--- config.mk ---
export PLATFORM = sky130hd
export DESIGN_NAME = rdiv_step
export DESIGN_NICKNAME = d
export VERILOG_FILES = /design/src/design/rdiv_pkg.sv /design/src/design/rdiv_step.sv
export SDC_FILE = /design/constraint.sdc
export NUM_CORES = 1
export LEC_CHECK = 0
export ABC_AREA = 1
export BUFFER_PORTS_ARGS = -buffer_cell sky130_fd_sc_hd__buf_2
export CELL_PAD_IN_SITES_DETAIL_PLACEMENT = 0
export CELL_PAD_IN_SITES_GLOBAL_PLACEMENT = 2
export CORE_MARGIN = 2
export CORE_UTILIZATION = 26
export CTS_CLUSTER_SIZE = 14
export DETAILED_ROUTE_END_ITERATION = 10
export PLACE_DENSITY = 0.83
export SLEW_MARGIN = 20
export SYNTH_ARGS = -nofsm -noshare
export SYNTH_HDL_FRONTEND = slang
export SYNTH_SLANG_ARGS = --single-unit
--- constraint.sdc ---
create_clock -name clk -period 5.8 [get_ports clk]
set_input_delay 1.16 -clock clk [delete_from_list [all_inputs] [get_ports clk]]
set_output_delay 1.16 -clock clk [all_outputs]
set_load 0.01 [all_outputs]
--- src/design/rdiv_pkg.sv ---
// shared types and constants for the restoring divider
package rdiv_pkg;

	// default operand width
	localparam int unsigned WIDTH_DEF = 32;

	// width of the payload ports
	localparam int unsigned FIELD_W = 32;

	// operation codes on op
	localparam logic OP_UNSIGNED = 1'b0;
	localparam logic OP_SIGNED   = 1'b1;

	// sign fix-up flags that ride along with each item
	typedef struct packed {
		logic neg_q;
		logic neg_r;
	} rdiv_side_t;

endpackage

--- src/design/rdiv_step.sv ---
// one restoring division stage: one quotient bit, registered, with its own valid
module rdiv_step #(
	parameter int unsigned WIDTH = rdiv_pkg::WIDTH_DEF
) (
	input  logic                    clk,
	input  logic                    arst_n,
	input  logic                    up_valid,
	output logic                    up_ready,
	input  logic [WIDTH-1:0]        up_rem,
	input  logic [WIDTH-1:0]        up_acc,
	input  logic [WIDTH-1:0]        up_den,
	input  rdiv_pkg::rdiv_side_t    up_side,
	output logic                    dn_valid,
	input  logic                    dn_ready,
	output logic [WIDTH-1:0]        dn_rem,
	output logic [WIDTH-1:0]        dn_acc,
	output logic [WIDTH-1:0]        dn_den,
	output rdiv_pkg::rdiv_side_t    dn_side
);

	logic                 vld_s1;
	logic [WIDTH-1:0]     rem_s1;
	logic [WIDTH-1:0]     acc_s1;
	logic [WIDTH-1:0]     den_s1;
	rdiv_pkg::rdiv_side_t side_s1;

	logic [WIDTH:0]       sh;
	logic [WIDTH+1:0]     diff;
	logic                 fits;
	logic                 load;

	// shifted partial remainder with the next dividend bit, one bit wider
	assign sh   = {up_rem, up_acc[WIDTH-1]};
	assign diff = {1'b0, sh} - {2'b00, up_den};
	assign fits = ~diff[WIDTH+1];

	assign up_ready = ~vld_s1 | dn_ready;
	assign load     = up_valid & up_ready;

	always_ff @(posedge clk or negedge arst_n) begin
		if (!arst_n) begin
			vld_s1 <= 1'b0;
		end else if (up_ready) begin
			vld_s1 <= up_valid;
		end
	end

	always_ff @(posedge clk) begin
		if (load) begin
			rem_s1  <= fits ? diff[WIDTH-1:0] : sh[WIDTH-1:0];
			acc_s1  <= {up_acc[WIDTH-2:0], fits};
			den_s1  <= up_den;
			side_s1 <= up_side;
		end
	end

	assign dn_valid = vld_s1;
	assign dn_rem   = rem_s1;
	assign dn_acc   = acc_s1;
	assign dn_den   = den_s1;
	assign dn_side  = side_s1;

endmodule

==> qor.yml, run 1 <==
crit_type: "in2reg"
start_kind: "input pin"
dr_total_vias: 5274
worst_pin_slew_ps: 685
cts_made_buffers: 9
stdcell_count: 1273
rows: 56
wl_per_cell_um: 14.0
synth_edf_count: 98
synth_ff_type: "edfxtp_1"
cts_root_buffer: "clkbuf_16"
path_delay_family: "simple AND/OR/NAND/NOR gates"
clk_path_buf_depth: 2
drc: 0
intPower_mw: 1.32
arrival_ps: 3270
crit_chain: "buf_2 -> inv_1 -> ha_1 -> nand2_2 -> inv_2 -> nand2_1 -> nand3_1 -> a21oi_2 -> nor2_1 -> nor2_4 -> buf_4 -> nand2_8 -> nand3_2 -> nand2_1"
core_area_mm2: 0.0233
max_slew_margin_pct: 54.4
p_per_area_mw_per_mm2: 248
initial_core_util_pct: 26.2
place.port_buffers: 201
io_pins: 202
netlist_area_mm2: 0.00612
cts_htree_levels: 3
worstPathRequired_ps: 5900
fin_util_pct: 33.3
timing.hold.worst.class: "in2async"
post_cts_buffers: 0
ys_ff_latch: 99
muxShareOfSynthArea_pct: 0
drive_above_1_share_pct: 26.2
drtIter0Drc: 278
area_delta_synth_final_pct: 26.9
min_period_ps: 3170
setup_slack_ps: 2630
synth-compound-area-share_pct: 2.15
design.die.area_mm2: 0.0248
regToRegStartpoint: "dn_valid$_DFFE_PN0N_"
peakVddDrop_v: 0.000156
grt.overflow.total: 0
outcome: "finished, final reports clean"
fillers: 2534
ant_nets: 0
hpwlAfterDp_um: 14200
grt_max_degree: 53
max_freq_mhz: 316
cp_slowest_cell: "buf_4"
antenna_found_initial: 0
yosys.area_share.adder_pct: 6.86
synth_top_family_by_area: "simple AND/OR/NAND/NOR gates"
viasPerCell: 4.14
worstSkewPairLatency_ps: 350
dp_slack_ps: 2230
rsz0062_at_grt: "false"
grt_usage_pct: 14.5
critPathMaxFanout: 34
setup_tns_ps: 0
crit_path_end_kind: "register"
synth_top_area_share_pct: 48.0
synth_cell_types: 31
power.share.combinational_pct: 23.9
yosys.area_share.simple_pct: 30.2
syn_inst: 743
period_share_pct: 54.6
reg2reg_depth: 2
drv_cap: 0
yosysWarnings: 0
die_height_um: 157
p_total_mw: 1.93
crit_path_max_incr_delay_ps: 380
critPathBufInv: 4
syn_avg_cell_area_um2: 8.24
cpMostUsedCell: "nand2_1"
hold_viol_final: 0
yosysSeqAreaShare_pct: 48.5
synth.top_cells.by_count: "nand2_1, inv_1, edfxtp_1"
die_width_um: 157
path_clk_slew_ps: 70
async_flop_share_pct: 1.01
yosys-top-cells-area: "edfxtp_1, nand2_1, inv_1"
grt_pass1_wl_um: 27600
place_congestion: 0.883
switching_share_pct: 31.4
synth_fp_nets: 878
grt_pass1_vias: 5281
p_seq_share_pct: 45.0
finalWirelength_um: 17800
yosysMostFrequentCell: "nand2_1"
setup_viol: 0
drtPass1Iterations: 5
ctsHoldBuffers: 0
cts_tree: "done"
synth-xor-area-share_pct: 2.15
yosysTopAreaCell: "edfxtp_1"
ctsResizeCount: 0
rrSetupSlack_ps: 4260
report.final.slew_viol_count: 0
leakagePower_nw: 4.03
antenna_cells: 0
crit_path_start: "up_den[20]"
cts.sinks: 99
fin_skew_ps: 9.56
nets: 1084
pwr-share-clk_pct: 31.1
switching_power_mw: 0.605
worstReg2RegEnd: "dn_rem[5]$_DFFE_PP_"
dp_cells: 1257
[how the worst max path moves through the flow]
| stage | end | slack [ps] | cells after the start |
|---|---|---|---|
| floorplan | dn_acc[0]$_DFFE_PP_ | 1290 | 2 |
| global placement | dn_rem[19]$_DFFE_PP_ | 2260 | 14 |
| detailed placement | dn_rem[0]$_DFFE_PP_ | 2230 | 14 |
| CTS | dn_rem[0]$_DFFE_PP_ | 2610 | 14 |
| global route | dn_rem[0]$_DFFE_PP_ | 2420 | 14 |
| finish | dn_rem[19]$_DFFE_PP_ | 2630 | 14 |
[placed cells by master, fill, tap and decap left out, types with 2 or more instances in the layout]
| cell | synthesis | final |
|---|---|---|
| nand3_2 | 14 | 14 |
| ha_1 | 32 | 32 |
| nor2_1 | 40 | 40 |
| xor2_1 | 15 | 15 |
| buf_4 | 1 | 3 |
| nand2_1 | 266 | 266 |
| clkinv_4 | 0 | 4 |
| nand4_1 | 7 | 7 |
| o21bai_1 | 3 | 3 |
| nor2_2 | 3 | 3 |
| inv_1 | 144 | 144 |
| nand2_2 | 4 | 4 |
| a21oi_1 | 19 | 18 |
| nor3_1 | 3 | 3 |
| nand3_1 | 58 | 58 |
| inv_8 | 0 | 2 |
| and2_1 | 10 | 10 |
| edfxtp_1 | 98 | 98 |
| clkbuf_16 | 0 | 9 |
| nand3b_1 | 5 | 5 |
| inv_2 | 3 | 3 |
| buf_2 | 5 | 201 |
[sequential cells by signal (all words and copies together), names as in the netlist]
register,cells
dn_den,32
dn_valid,1
dn_acc,32
dn_rem,32
dn_side,2
[layer usage]
metal | wire (um) | share of wire, % | track usage (%)
met5 | 0 | 0 | 0
met4 | 136 | 0.76 | 2.86
met3 | 878 | 4.9 | 2.73
met2 | 8450 | 47 | 24.5
met1 | 8380 | 47 | 19.5
[metrics by stage]
step / hold WS (ps) / cell area [um2]
floorplan: 631 / 6130
global placement: 557 / 7490
detailed placement: 570 / 7490
CTS: 556 / 7770
global route: 550 / 7770
finish: 564 / 7770
[layout make-up]
type                            instances  area (um2)  area share, %
Clock inverter                          7        61.3          0.789
Inverter                              147         552           7.10
Tap cell                              319         399           5.13
Multi-Input combinational cell        488        2540           32.7
Sequential cell                        99        2970           38.2
Clock buffer                            9         225           2.90
Timing Repair Buffer                  204        1030           13.2
[cell families (layout without fill, tap and decap cells)]
logic type	count (synthesis)	in the layout
DFF	99	99
xor gates and xnor gates	15	15
AOI/OAI and AO/OA	24	24
adders and majority gates	33	33
buffers and inverters	156	367
and+or+nand+nor	416	416
[worst reg2reg max path, cell delays in order (launching register included)]
cell     delay (ps)
dfrtp_1         420
a21oi_4         160
buf_4           570
[power by group through the flow]
stage / Clock (mW) / Combinational (mW) / Sequential, mW
finish: 0.600 / 0.459 / 0.866
global route: 0.646 / 0.528 / 0.873
CTS: 0.623 / 0.469 / 0.868
detailed placement: 0 / 0.467 / 0.883
global placement: 0 / 0.464 / 0.882
floorplan: 0 / 0.267 / 0.916
(Power assumes the default switching activity.)
==> run 2: changes to the inputs <==
Clock period 5.8 ns to 2.75 ns, I/O delays scaled along.
==> run 2 against run 1 <==
Compared with the run above:
- global-route usage grew 0.23 points
- clock power up 110%
- sequential cell count is the same
- largest cell class unchanged
==> qor.yml, run 2 (same netlist as run 1, synthesis figures left out) <==
cts_made_buffers: 9  # unchanged
die_height_um: 157  # unchanged
fin_skew_ps: 9.82  # was 9.56 ps
cts.sinks: 99  # unchanged
drv_cap: 0  # unchanged
met2_wirelength_um: 8120  # was 8450 um
worst_pin_slew_ps: 459  # was 685 ps
place_congestion: 0.879  # was 0.883
antenna_found_initial: 0  # unchanged
initial_core_util_pct: 26.2  # unchanged
drtPass1Iterations: 4  # was 5
drive_above_1_share_pct: 26.6  # was 26.2%
io_pins: 202  # unchanged
layout_common_cells: "nand2_1, buf_2, inv_1"  # unchanged
outcome: "finished, final reports clean"  # unchanged
timing.hold.ws_ps: 363  # was 564 ps
worstSkewPairLatency_ps: 350  # about the same
arrival_ps: 2470  # was 3270 ps
hold_viol_final: 0  # unchanged
ctsResizeCount: 0  # unchanged
ctsHoldBuffers: 1  # was 0
leakagePower_nw: 4.06  # was 4.03 nW
max_slew_margin_pct: 69.4  # was 54.4%
grt_max_degree: 65  # was 53
wl_per_cell_um: 14.1  # was 14.0 um
p_per_area_mw_per_mm2: 522  # was 248 mW/mm2
rsz0062_at_grt: "false"  # unchanged
drtIter0Drc: 352  # was 278
start_kind: "input pin"  # unchanged
setup_viol: 0  # unchanged
post_cts_buffers: 0  # unchanged
worstPathRequired_ps: 2860  # was 5900 ps
die_width_um: 157  # unchanged
rows: 56  # unchanged
min_period_ps: 2360
period_share_pct: 85.9
report.final.slew_viol_count: 0  # unchanged
maxUsedRoutingLayer: "met4"  # unchanged
dr_total_vias: 5254  # was 5274
timing.hold.worst.class: "in2reg"  # was in2async
clk_path_buf_depth: 2  # unchanged
crit_type: "in2reg"  # unchanged
cts_tree: "done"  # unchanged
finalWirelength_um: 18000  # was 17800 um
place.port_buffers: 201  # unchanged
ant_nets: 0  # unchanged
p_total_mw: 4.09  # was 1.93 mW
grt_pass1_vias: 5248  # was 5281
layout_commonest_cell: "nand2_1"  # unchanged
drc: 0  # unchanged
max_freq_mhz: 423
grt_pass1_wl_um: 27800  # was 27600 um
cts_htree_levels: 3  # unchanged
met3_length_um: 815  # was 878 um
antenna_cells: 0  # unchanged
nets: 1090  # was 1084
critPathMaxFanout: 4  # was 34
peakVddDrop_v: 0.000290  # was 0.000156 V
path_clk_slew_ps: 80  # was 70 ps
area_delta_synth_final_pct: 27.9  # was 26.9%
wl_met1_um: 8840  # was 8380 um
core_area_mm2: 0.0233  # unchanged
viasPerCell: 4.11  # was 4.14
setup_tns_ps: 0  # unchanged
design.die.area_mm2: 0.0248  # unchanged
hpwlAfterDp_um: 14600  # was 14200 um
crit_path_end_kind: "register"  # unchanged
grt_usage_pct: 14.7  # was 14.5%
cts_root_buffer: "clkbuf_16"  # unchanged
grt.overflow.total: 0  # unchanged
==> run 2: cell count changes in the layout (fill, tap and decap cells not counted) <==
| cell | change |
|---|---|
| buf_4 | +4 |
| buf_12 | +1 |
| clkbuf_1 | +1 |
| clkinv_1 | -1 |
| clkinv_4 | -1 |
| dlygate4sd3_1 | +1 |
| inv_6 | +1 |
==> run 2: stage by stage <==
step / cells / util [%] / setup slack (ps) / area, um2
3_5_place_dp: 1262 / 32.3 / 4.00 / 7540
2_1_floorplan: 743 / - / 53.7 / 6140
4_1_cts: 1279 / 33.6 / 387 / 7840
6_report: 1279 / 33.6 / 387 / 7840
5_1_grt: 1279 / 33.6 / 200 / 7840
3_3_place_gp: 1262 / 32.3 / 40.8 / 7540
==> run 2: per-layer routing <==
metal / vias to the layer above / global-route usage, %
met5: - / 0
li1: 2762 / -
met2: 124 / 23.6
met4: 0 / 4.81
met1: 2355 / 20.1
met3: 13 / 2.67
==> run 2: area by class of cell <==
cell class | instances | area, um2
Fill cell | 2537 | 15500
Sequential cell | 99 | 2970
Multi-Input combinational cell | 488 | 2540
Timing Repair Buffer | 210 | 1090
Inverter | 147 | 552
Tap cell | 319 | 399
Clock buffer | 10 | 229
Clock inverter | 6 | 57.6
==> run 2: path summary, 6_finish.rpt <==
path | from | end | depth (start not counted) | slack [ps]
max | up_acc[31] | dn_rem[28]$_DFFE_PP_ | 15 | 390
min | up_acc[11] | dn_acc[12]$_DFFE_PP_ | 1 | 360
max reg2reg | dn_valid$_DFFE_PN0N_ | dn_rem[31]$_DFFE_PP_ | 2 | 1320
min reg2reg | dn_valid$_DFFE_PN0N_ | dn_valid$_DFFE_PN0N_ | 2 | 600
max in group asynchronous | arst_n | dn_valid$_DFFE_PN0N_ | 2 | 2180
min in group asynchronous | arst_n | dn_valid$_DFFE_PN0N_ | 2 | 490
==> run 2: report_power, final <==
| group | total, mW | internal, mW | switching (mW) | leakage (nW) |
|---|---|---|---|---|
| Combinational | 0.991 | 0.361 | 0.630 | 2.97 |
| Sequential | 1.83 | 1.80 | 0.0234 | 0.945 |
| Clock | 1.27 | 0.637 | 0.633 | 0.141 |
==> run 2: worst max-delay path: stages <==
cell and delay, ps:
buf_2 100, inv_1 60, ha_1 140, inv_1 90, fa_1 470, nand3_1 120
nand3_1 110, nand2_1 80, nand2_1 120, nand2_1 90, nand2_1 130, nand2_1 160
nand3_1 110, nand3_2 90, nand2_1 50
